### src/wildcard_byte_pattern_scan_assert.svh
// ----------------------------------------------------------------------------
// Wildcard byte pattern scan - assertion macros
// Concurrent checks on the scan control, clocked by i_clk, off in reset.
// ----------------------------------------------------------------------------
`ifndef WILDCARD_BYTE_PATTERN_SCAN_ASSERT_SVH
`define WILDCARD_BYTE_PATTERN_SCAN_ASSERT_SVH
`ifndef NO_ASSERTIONS
`define WBPS_ASSERT_SAME(label, ant, cons) \
    label: assert property (@(posedge i_clk) disable iff (!i_rst_n) (ant) |-> (cons)) \
        else $error("wbps: check failed");
`define WBPS_ASSERT_NEXT(label, ant, cons) \
    label: assert property (@(posedge i_clk) disable iff (!i_rst_n) (ant) |=> (cons)) \
        else $error("wbps: check failed");
`else
`define WBPS_ASSERT_SAME(label, ant, cons)
`define WBPS_ASSERT_NEXT(label, ant, cons)
`endif
`endif

### src/wbps_pkg.sv
// ----------------------------------------------------------------------------
// Wildcard byte pattern scan - package
// Shared constants, types and compare functions.
// ----------------------------------------------------------------------------
package wbps_pkg;

    localparam int MAX_PATTERN = 16;
    localparam int REG_PATTERN_BYTES = 16;
    localparam int PAT_CAP = (MAX_PATTERN < REG_PATTERN_BYTES) ? MAX_PATTERN
                                                               : REG_PATTERN_BYTES;
    localparam int LEN_W = $clog2(MAX_PATTERN + 1);
    localparam int REG_LEN_W = 5;
    localparam int BIDX_W = $clog2(REG_PATTERN_BYTES);
    localparam int COUNT_W = 32;
    localparam int CFG_IDX_W = 2;
    localparam int CFG_DATA_W = 64;

    localparam logic [CFG_IDX_W-1:0] REG_PAT_LOW  = 2'd0;
    localparam logic [CFG_IDX_W-1:0] REG_PAT_HIGH = 2'd1;
    localparam logic [CFG_IDX_W-1:0] REG_CARE     = 2'd2;
    localparam logic [CFG_IDX_W-1:0] REG_LENGTH   = 2'd3;

    typedef logic [7:0] t_byte;

    typedef struct packed {
        logic  active;
        logic  care;
        t_byte pbyte;
    } t_pat_sel;

    typedef struct packed {
        logic               found;
        logic [COUNT_W-1:0] offset;
    } t_result;

    function automatic t_pat_sel pat_select(
        input t_byte                        pat [REG_PATTERN_BYTES],
        input logic [REG_PATTERN_BYTES-1:0] care,
        input logic [LEN_W-1:0]             len,
        input int                           pos
    );
        t_pat_sel          sel;
        logic [LEN_W-1:0]  j;
        logic [BIDX_W-1:0] jx;
        j          = len - LEN_W'(pos) - LEN_W'(1);
        jx         = BIDX_W'(j);
        sel.active = LEN_W'(pos) < len;
        sel.care   = care[jx];
        sel.pbyte  = pat[jx];
        return sel;
    endfunction

    function automatic logic pos_ok(input t_byte b, input t_pat_sel sel);
        return !sel.active || !sel.care || (b == sel.pbyte);
    endfunction

endpackage

### src/wbps_cell.sv
// ----------------------------------------------------------------------------
// Wildcard byte pattern scan - window cell
// Holds one window byte, passes it on each request, compares it masked.
// ----------------------------------------------------------------------------
module wbps_cell
    import wbps_pkg::*;
(
    input  logic     i_clk,
    input  logic     i_shift,
    input  t_byte    i_byte,
    input  t_pat_sel i_sel,
    output t_byte    o_byte,
    output logic     o_ok
);

    t_byte r_byte;

    always_ff @(posedge i_clk) begin
        if (i_shift) begin
            r_byte <= i_byte;
        end
    end

    assign o_byte = r_byte;
    assign o_ok   = pos_ok(r_byte, i_sel);

endmodule

### src/wbps_outq.sv
// ----------------------------------------------------------------------------
// Wildcard byte pattern scan - result register with skid stage
// Two-deep output holding so the input side can push one more result under stall.
// ----------------------------------------------------------------------------
module wbps_outq
    import wbps_pkg::*;
(
    input  logic    i_clk,
    input  logic    i_rst_n,
    input  logic    i_push,
    input  t_result i_res,
    output logic    o_ready,
    output logic    o_valid,
    output t_result o_res,
    input  logic    i_take
);

    logic    r_out_valid, n_out_valid;
    logic    r_skid_valid, n_skid_valid;
    t_result r_out, n_out;
    t_result r_skid, n_skid;
    logic    pop;

    assign pop = r_out_valid && i_take;

    always_comb begin
        n_out_valid  = r_out_valid;
        n_skid_valid = r_skid_valid;
        n_out        = r_out;
        n_skid       = r_skid;
        if (!r_out_valid || pop) begin
            n_out_valid  = r_skid_valid || i_push;
            n_out        = r_skid_valid ? r_skid : i_res;
            n_skid_valid = r_skid_valid && i_push;
            n_skid       = i_res;
        end else if (i_push) begin
            n_skid_valid = 1'b1;
            n_skid       = i_res;
        end
    end

    always_ff @(posedge i_clk) begin
        if (!i_rst_n) begin
            r_out_valid  <= 1'b0;
            r_skid_valid <= 1'b0;
        end else begin
            r_out_valid  <= n_out_valid;
            r_skid_valid <= n_skid_valid;
        end
        r_out  <= n_out;
        r_skid <= n_skid;
    end

    assign o_ready = !r_skid_valid;
    assign o_valid = r_out_valid;
    assign o_res   = r_out;

endmodule

### src/wildcard_byte_pattern_scan.sv
// ----------------------------------------------------------------------------
// Wildcard byte pattern scan - top level
// Takes one byte per cycle and reports the first masked pattern match in an
// image, or a not-found result at its last byte. The byte window is a row of
// cells that shift on every request and compare in parallel with the pattern;
// the result goes into the result register or, under stall, the skid stage
// behind it. The input is ready whenever the skid stage is empty, so one byte
// per cycle is sustained unless the master side stalls with two results held.
// ----------------------------------------------------------------------------
`include "wildcard_byte_pattern_scan_assert.svh"

module wildcard_byte_pattern_scan
    import wbps_pkg::*;
(
    input  logic                  i_clk,
    input  logic                  i_rst_n,
    input  logic                  i_cfg_valid,
    output logic                  o_cfg_ready,
    input  logic [CFG_IDX_W-1:0]  i_cfg_index,
    input  logic [CFG_DATA_W-1:0] i_cfg_data,
    input  logic                  s_axis_tvalid,
    output logic                  s_axis_tready,
    input  logic [7:0]            s_axis_tdata,   // [7:0] image_byte
    input  logic                  s_axis_tlast,   // last_byte
    output logic                  m_axis_tvalid,
    input  logic                  m_axis_tready,
    output logic [COUNT_W-1:0]    m_axis_tdata,   // [31:0] match_offset
    output logic                  m_axis_tuser    // found
);

    logic [CFG_DATA_W-1:0]        r_pat_lo;
    logic [CFG_DATA_W-1:0]        r_pat_hi;
    logic [REG_PATTERN_BYTES-1:0] r_care;
    logic [REG_LEN_W-1:0]         r_len;
    logic [COUNT_W-1:0]           r_seen, n_seen;
    logic                         r_reported;

    t_byte                        pat [REG_PATTERN_BYTES];
    logic [LEN_W-1:0]             eff_len;
    t_byte                        cur [MAX_PATTERN];
    t_pat_sel                     sel [MAX_PATTERN];
    logic [MAX_PATTERN-1:0]       ok;
    logic                         in_acc;
    logic                         hit;
    logic                         push;
    t_result                      res;
    t_result                      out_res;
    logic                         q_ready;

    assign o_cfg_ready = 1'b1;

    always_ff @(posedge i_clk) begin
        if (!i_rst_n) begin
            r_pat_lo <= '0;
            r_pat_hi <= '0;
            r_care   <= '1;
            r_len    <= REG_LEN_W'(1);
        end else if (i_cfg_valid) begin
            unique case (i_cfg_index)
                REG_PAT_LOW:  r_pat_lo <= i_cfg_data;
                REG_PAT_HIGH: r_pat_hi <= i_cfg_data;
                REG_CARE:     r_care   <= i_cfg_data[REG_PATTERN_BYTES-1:0];
                REG_LENGTH:   r_len    <= i_cfg_data[REG_LEN_W-1:0];
            endcase
        end
    end

    always_comb begin
        for (int i = 0; i < REG_PATTERN_BYTES / 2; i++) begin
            pat[i]                         = r_pat_lo[8*i +: 8];
            pat[i + REG_PATTERN_BYTES / 2] = r_pat_hi[8*i +: 8];
        end
    end

    always_comb begin
        priority if (r_len == '0) begin
            eff_len = LEN_W'(1);
        end else if (r_len > REG_LEN_W'(PAT_CAP)) begin
            eff_len = LEN_W'(PAT_CAP);
        end else begin
            eff_len = LEN_W'(r_len);
        end
    end

    assign in_acc = s_axis_tvalid && s_axis_tready;
    assign cur[0] = s_axis_tdata;

    genvar k;
    generate
        for (k = 0; k < MAX_PATTERN; k++) begin : g_pos
            assign sel[k] = pat_select(pat, r_care, eff_len, k);
        end
        for (k = 1; k < MAX_PATTERN; k++) begin : g_cell
            wbps_cell u_cell (
                .i_clk   (i_clk),
                .i_shift (in_acc),
                .i_byte  (cur[k-1]),
                .i_sel   (sel[k]),
                .o_byte  (cur[k]),
                .o_ok    (ok[k])
            );
        end
    endgenerate

    assign ok[0] = pos_ok(cur[0], sel[0]);

    assign n_seen = (r_seen == '1) ? r_seen : r_seen + COUNT_W'(1);
    assign hit    = !r_reported && (n_seen >= COUNT_W'(eff_len)) && (&ok);

    always_comb begin
        res.found  = hit;
        res.offset = hit ? n_seen - COUNT_W'(eff_len) : '0;
    end

    assign push = in_acc && (hit || (s_axis_tlast && !r_reported));

    always_ff @(posedge i_clk) begin
        if (!i_rst_n) begin
            r_seen     <= '0;
            r_reported <= 1'b0;
        end else if (in_acc) begin
            if (s_axis_tlast) begin
                r_seen     <= '0;
                r_reported <= 1'b0;
            end else begin
                r_seen     <= n_seen;
                r_reported <= r_reported || hit;
            end
        end
    end

    wbps_outq u_outq (
        .i_clk   (i_clk),
        .i_rst_n (i_rst_n),
        .i_push  (push),
        .i_res   (res),
        .o_ready (q_ready),
        .o_valid (m_axis_tvalid),
        .o_res   (out_res),
        .i_take  (m_axis_tready)
    );

    assign s_axis_tready = q_ready;
    assign m_axis_tdata  = out_res.offset;
    assign m_axis_tuser  = out_res.found;

    `WBPS_ASSERT_NEXT(a_clear_on_last, in_acc && s_axis_tlast, r_seen == '0 && !r_reported)
    `WBPS_ASSERT_SAME(a_reported_has_count, r_reported, r_seen != '0)
    `WBPS_ASSERT_NEXT(a_hit_sets_reported, in_acc && hit && !s_axis_tlast, r_reported)
    `WBPS_ASSERT_SAME(a_no_hit_after_report, r_reported, !hit)

endmodule
### config.mk
export PLATFORM = sky130hd
export DESIGN_NAME = wildcard_byte_pattern_scan
export DESIGN_NICKNAME = d
export VERILOG_FILES = /design/src/wbps_pkg.sv /design/src/wbps_cell.sv /design/src/wbps_outq.sv /design/src/wildcard_byte_pattern_scan.sv
export VERILOG_INCLUDE_DIRS = /design/src /design/src/src
export SDC_FILE = /design/constraint.sdc
export NUM_CORES = 1
export LEC_CHECK = 0
export BUFFER_PORTS_ARGS = -buffer_cell sky130_fd_sc_hd__buf_2
export CORE_MARGIN = 4
export CORE_UTILIZATION = 35
export DETAILED_ROUTE_END_ITERATION = 7
export PLACE_DENSITY_LB_ADDON = 0.3
export SLEW_MARGIN = 20
export SYNTH_ARGS = -nofsm -noshare
export SYNTH_HDL_FRONTEND = slang
export SYNTH_SLANG_ARGS = --single-unit
### constraint.sdc
create_clock -name i_clk -period 20.2 [get_ports i_clk]
set_clock_uncertainty 0.2 [all_clocks]
set_input_delay 1.01 -clock i_clk [delete_from_list [all_inputs] [get_ports i_clk]]
set_output_delay 1.01 -clock i_clk [all_outputs]
set_load 0.1 [all_outputs]
==> results of run 1 <==
-- critical path, stage by stage, from the launching register on --
cell       delay, ns
dfxtp_4         0.84
nor2b_1         0.29
or2_2           0.14
buf_4           0.65
inv_4           0.50
ha_1            0.41
xnor2_1         0.67
o2111ai_1       0.25
o22ai_2         0.60
mux4_2          0.43
xor2_1          0.20
nand4_1         0.11
o21ai_0         0.53
o2111ai_1       0.19
or4_2           0.61
buf_4           0.39
a22oi_2         0.23
buf_4           0.42
-- final cells by class --
class / instances / area (sq um)
fillers: 6511 / 39900
multi-input cells: 1878 / 13300
well taps: 864 / 1080
clock inverters: 21 / 248
inverters: 24 / 97.6
flip-flops and latches: 370 / 9270
clock buffers: 58 / 1190
repair buffers: 156 / 886
diodes: 1 / 2.50
-- path summary, 6_finish.rpt --
check,start,to
min reg2reg,g_cell[3].u_cell.o_byte[4]$_DFFE_PP_,g_cell[4].u_cell.o_byte[4]$_DFFE_PP_
max reg2reg,r_len[0]$_SDFFE_PN1P_,u_outq.r_skid[23]$_DFFE_PP_
min,g_cell[3].u_cell.o_byte[4]$_DFFE_PP_,g_cell[4].u_cell.o_byte[4]$_DFFE_PP_
max,r_len[0]$_SDFFE_PN1P_,u_outq.r_skid[23]$_DFFE_PP_
-- per-stage QoR --
| stage | utilization | std cells |
|---|---|---|
| after floorplan | - | 2469 |
| after global placement | 0.373 | 3291 |
| after detailed placement | 0.373 | 3291 |
| after CTS | 0.394 | 3370 |
| after global routing | 0.395 | 3371 |
| final | 0.395 | 3372 |
-- power groups by stage --
stage | clock (mW) | combinational [mW] | sequential (mW)
floorplan | 0 | 0.206 | 0.888
CTS | 0.806 | 0.342 | 0.863
detailed placement | 0 | 0.341 | 0.879
finish | 0.790 | 0.348 | 0.865
global route | 0.837 | 0.367 | 0.867
global placement | 0 | 0.338 | 0.878
-- cell usage in the layout (no fill, tap or decap), drive strengths merged, types with 84 or more instances in the layout --
cell type / n
nand2: 466
edfxtp: 186
dfxtp: 184
a21oi: 175
nor2: 157
buf: 155
mux2i: 119
a22oi: 107
xor2: 103
mux4: 98
o22ai: 84
-- state kept, by name (all words and copies together) (netlist names) --
register	count
r_pat_hi	64
r_seen	32
u_outq.o_valid	1
r_pat_lo	64
u_outq.o_res	33
g_cell.u_cell.o_byte	120
u_outq.r_skid_valid	1
r_len	5
r_reported	1
r_care	16
u_outq.r_skid	33
-- logic make-up (layout without fill, tap and decap cells) --
| kind of cell | count (synthesis) | count (layout) | synth area share |
|---|---|---|---|
| buf+inv | 221 | 259 | 0.0391 |
| compound gates | 624 | 624 | 0.186 |
| simple gates | 840 | 840 | 0.157 |
| xor+xnor | 178 | 178 | 0.0667 |
| flops | 370 | 370 | 0.397 |
| fa+ha+maj | 14 | 14 | 0.00782 |
| other cells | 1 | 2 | 0.000160 |
| mux | 221 | 221 | 0.147 |
-- layer usage --
| layer | vias up | track usage | wire length (microns) |
|---|---|---|---|
| met3 | 184 | 0.0639 | 9070 |
| met5 | - | 0 | 0 |
| li1 | 9251 | - | - |
| met4 | 0 | 0.0838 | 3620 |
| met2 | 1145 | 0.376 | 39600 |
| met1 | 10400 | 0.339 | 37600 |
-- synthesized netlist by cell type, types with 5 or more instances --
library cell    n  area [sq um]
or3_1          16           100
o21a_1          6          45.0
nor4_1         15          93.8
a21oi_1       175           876
or4_1           6          45.0
ha_1           13           163
clkbuf_1      153           574
a22oi_1       107           803
and4_1          5          43.8
a31oi_1        12          75.1
o31ai_1         7          52.6
mux4_2         98          2210
nand4_1        36           225
nor2_1        157           589
o221ai_1       49           429
and3_1         10          62.6
nand2_1       466          1750
mux2i_1       119          1190
a221oi_1       19           166
o31ai_2        32           400
xnor2_1        75           657
inv_1          21          78.8
nor3_1         35           175
and2_1          7          43.8
a22o_1         11          96.3
o21ai_0        58           290
buf_2          17          85.1
nand2b_1       15          93.8
o22ai_1        83           519
nor2b_1        13          81.3
dfxtp_1       184          3680
nand3_1        41           205
buf_6           7          78.8
edfxtp_1      186          5590
o211ai_1       13          97.6
or2_2           5          31.3
buf_1          18          67.6
xor2_1        103           902
==> results.sh, run 1 <==
export IMPL_dr_pass1_iters=7
export IMPL_clock_latency_ns=0.62
export IMPL_finalSetupViolCount=0
export IMPL_cts_made_buffers=43
export IMPL_power_frac_comb=0.174
export IMPL_avgViaCountPerCell=6.22
export IMPL_max_slew_margin=0.159
export IMPL_clockRootBuffer="clkbuf_16"
export IMPL_clkPwrFrac=0.394
export IMPL_grt_pass1_vias=19400
export IMPL_fmax_mhz=123
export IMPL_cp_max_fo=70
export IMPL_detail_route_antenna_nets=0
export IMPL_drt_iter0_drc=3056
export IMPL_drc=0
export IMPL_path_class="reg2reg"
export IMPL_tns_ns=0
export IMPL_htree_levels=2
export IMPL_hp_class="reg2reg"
export IMPL_sequentialPowerShare=0.432
export IMPL_die_w_microns=266
export IMPL_avgSynthCellArea_sq_um=9.47
export IMPL_final_layout_size_suffix_gt1_frac=0.159
export IMPL_timing_final_crit_share=0.401
export IMPL_ys_async_sr_fraction=0
export IMPL_post_cts_resized=0
export IMPL_die_h_microns=266
export IMPL_worst_ep_arrival_time_ns=8.16
export IMPL_synth_seq_area_share=0.397
export IMPL_outcome="complete, no violations"
export IMPL_synth_nets=2563
export IMPL_r2r_slack_ns=12.10
export IMPL_ys_ff_latch=370
export IMPL_rows=94
export IMPL_whs_path_depth=0
export IMPL_start_util=0.354
export IMPL_rsz0062_at_grt="no"
export IMPL_synthCells=2469
export IMPL_max_cap_viol_count=0
export IMPL_vias=21000
export IMPL_hold_slack_ns=0.254
export IMPL_synth_distinct_cells=82
export IMPL_synthesis_area_sq_um=23400
export IMPL_port_buffers=114
export IMPL_grt_util_all_layers=0.245
export IMPL_slew_viol_final=0
export IMPL_grt_max_degree=95
export IMPL_post_cts_setup_buffers=0
export IMPL_tightest_slew_ns=1.26
export IMPL_core_area_sq_um=66000
export IMPL_swShare=0.309
export IMPL_preCtsSetupSlack_ns=12.20
export IMPL_clock_sinks=370
export IMPL_synth_edff_count=186
export IMPL_period_minus_slack_ns=8.10
export IMPL_endpoint_kind="flip-flop"
export IMPL_p_per_area_nw_per_um2=76.9
export IMPL_ys_warnings_count=0
export IMPL_path_clk_slew_ns=0.07
export IMPL_final_cell_area_sq_um=26000
export IMPL_grt_overflow_total=0
export IMPL_cts_buffer_depth=3
export IMPL_wirelength_mm=89.8
export IMPL_finalHoldViolCount=0
export IMPL_cts_tree="yes"
export IMPL_cp_data_required_time_ns=20.26
export IMPL_fp_dieArea_sq_um=71000
export IMPL_grt_first_pass_wirelength_mm=131
export IMPL_p_switching_mw=0.619
export IMPL_rr_worst_depth=17
export IMPL_gp_congestion=0.995
export IMPL_wl_per_cell_microns=26.6
export IMPL_ys_flop_type="edfxtp_1"
export IMPL_syn_to_final_growth_pct=11.4
export IMPL_ir_worst_vdd_mv=0.0702
export IMPL_worstSetupStartpointType="flip-flop"
export IMPL_boundaryPins=116
export IMPL_total_power_mw=2.00
export IMPL_antenna_found_initial=0
export IMPL_internal_power_mw=1.38
export IMPL_ctsHoldBuffers=0
export IMPL_placed_area_sq_um=24600
export IMPL_fin_ws_ns=12.10
export IMPL_cellLeakagePower_nw=9.54
export IMPL_fin_nets=2567
export IMPL_dp_hpwl_mm=67.9
Note: power is estimated with default switching activity, not from simulation.
==> run 2, diff against run 1 <==
Clock period 20.2 ns to 8.1 ns, I/O delays scaled along.
==> run 2 against run 1 <==
  * Core utilization is 1.3 points higher
  * First-iteration DRC count is 9.3% lower
  * Hold slack worse by 0.19 ns
  * Die area stayed put
  * Non-clock buffer count is 89 higher
  * Register-to-register slack worse by 11 ns
  * Maximum frequency is 19% higher
  * Critical endpoint is now u_outq.o_res[28]$_DFFE_PP_
==> results.sh, run 2 (synthesized netlist as in run 1, its figures left out) <==
export IMPL_core_area_sq_um=66000
export IMPL_boundaryPins=116
export IMPL_finalHoldViolCount=0
export IMPL_path_class="reg2reg"
export IMPL_gp_congestion=1.04
export IMPL_post_cts_resized=0
export IMPL_port_buffers=114
export IMPL_mostFrequentLayoutCells="466 x nand2_1, 186 x edfxtp_1, 182 x dfxtp_1, 170 x a21oi_1, 157 x nor2_1"
export IMPL_rsz0062_at_grt="no"
export IMPL_start_util=0.354
export IMPL_worst_path_max_delay_cell="dfxtp_1"
export IMPL_fin_ws_ns=1.31
export IMPL_max_cap_viol_count=0
export IMPL_hp_class="in2reg"
export IMPL_cp_data_required_time_ns=8.32
export IMPL_max_slew_margin=0.222
export IMPL_worst_ep_arrival_time_ns=7.01
export IMPL_worstSetupStartpointType="flip-flop"
export IMPL_path_clk_slew_ns=0.06
export IMPL_die_h_microns=266
export IMPL_tns_ns=0
export IMPL_path_cells="nand2b_1, ha_1, a21boi_0, a2bb2oi_1, nand2_1, o22ai_2, mux4_2, xor2_1, nand4_1, o21ai_0, o2111ai_1, or4_2, buf_4, o31ai_2"
export IMPL_wirelength_mm=93.3
export IMPL_final_layout_size_suffix_gt1_frac=0.160
export IMPL_finalSetupViolCount=0
export IMPL_cellLeakagePower_nw=9.93
export IMPL_grt_overflow_total=0
export IMPL_antenna_found_initial=1
export IMPL_outcome="complete, no violations"
export IMPL_path_delay_family="compound AO/OA/AOI/OAI gates"
export IMPL_syn_to_final_growth_pct=15.1
export IMPL_layout_commonest_cell="nand2_1"
export IMPL_grt_util_all_layers=0.255
export IMPL_detail_route_antenna_nets=0
export IMPL_rows=94
export IMPL_fmax_mhz=147
export IMPL_clock_sinks=370
export IMPL_drc=0
export IMPL_endpoint_kind="flip-flop"
export IMPL_cts_buffer_depth=3
export IMPL_dp_hpwl_mm=70.4
export IMPL_die_w_microns=266
export IMPL_cp_max_fo=69
export IMPL_avgViaCountPerCell=6.15
export IMPL_htree_levels=2
export IMPL_cts_made_buffers=44
export IMPL_wl_per_cell_microns=27.0
export IMPL_worst_path_buf_inv=1
export IMPL_largest_reg_flops=120
export IMPL_clock_latency_ns=0.60
export IMPL_grt_pass1_vias=19600
export IMPL_clockRootBuffer="clkbuf_16"
export IMPL_grt_first_pass_wirelength_mm=136
export IMPL_cts_tree="yes"
export IMPL_max_stage_delay_ns=0.84
export IMPL_ir_worst_vdd_mv=0.133
export IMPL_slew_viol_final=0
export IMPL_preCtsSetupSlack_ns=1.42
export IMPL_fin_nets=2657
export IMPL_dr_pass1_iters=6
export IMPL_drt_iter0_drc=2772
export IMPL_tightest_slew_ns=1.17
export IMPL_grt_max_degree=95
export IMPL_timing_final_crit_share=0.838
export IMPL_p_per_area_nw_per_um2=189
export IMPL_vias=21300
export IMPL_period_minus_slack_ns=6.79
export IMPL_fp_dieArea_sq_um=71000
==> run 2: per-layer routing <==
metal	routed length, microns	vias up	global-route usage	share of wire
li1	-	9437	-	-
met1	39100	10600	0.351	0.42
met2	42400	1054	0.403	0.45
met3	7930	195	0.0454	0.085
met4	3900	0	0.0938	0.042
met5	0	-	0	0
==> run 2: through the flow <==
step	instance area (sq um)	cells	power (mW)	util	hold WS, ns
finish	26900	3461	5.07	0.408	0.0607
global route	26900	3459	5.24	0.408	0.0685
CTS	26900	3459	5.09	0.407	0.0322
detailed placement	24700	3307	3.05	0.374	0.260
global placement	24700	3307	3.05	0.374	0.259
floorplan	23400	2469	2.73	-	0.236
==> run 2: worst reg2reg max path: cells and delay by family, from the launching register on <==
kind | cells | cell delay (ns)
mux | 1 | 0.44
xor+xnor | 1 | 0.15
buf+inv | 1 | 0.40
simple gates | 4 | 1.51
fa+ha+maj | 1 | 0.40
compound gates | 6 | 2.69
flops | 1 | 0.84
==> run 2: path summary, 6_finish.rpt <==
kind / start / to / slack, ns / cells after the start
min: i_rst_n / r_len[0]$_SDFFE_PN1P_ / 0.06 / 2
max reg2reg: r_len[1]$_SDFFE_PN0P_ / u_outq.o_res[28]$_DFFE_PP_ / 1.31 / 14
min reg2reg: g_cell[3].u_cell.o_byte[4]$_DFFE_PP_ / g_cell[4].u_cell.o_byte[4]$_DFFE_PP_ / 0.25 / 0
max: r_len[1]$_SDFFE_PN0P_ / u_outq.o_res[28]$_DFFE_PP_ / 1.31 / 14
==> run 2: final cells by class <==
class | instances | area [sq um]
Antenna cell | 2 | 5.00
Clock buffer | 59 | 1240
Clock inverter | 19 | 204
Fill cell | 6440 | 39100
Inverter | 24 | 97.6
Multi-Input combinational cell | 1878 | 13300
Sequential cell | 370 | 9270
Tap cell | 864 | 1080
Timing Repair Buffer | 245 | 1740
==> run 2: timing repair <==
item	CTS	global route
hold endpoints to repair	159	0
hold buffers	74	0
setup buffers	0	0
==> run 2: where the power goes <==
group | internal, mW | leakage, nW | switching (mW)
Combinational | 0.304 | 5.77 | 0.609
Sequential | 2.06 | 3.45 | 0.0966
Clock | 1.15 | 0.701 | 0.857
Total | 3.51 | 9.93 | 1.56
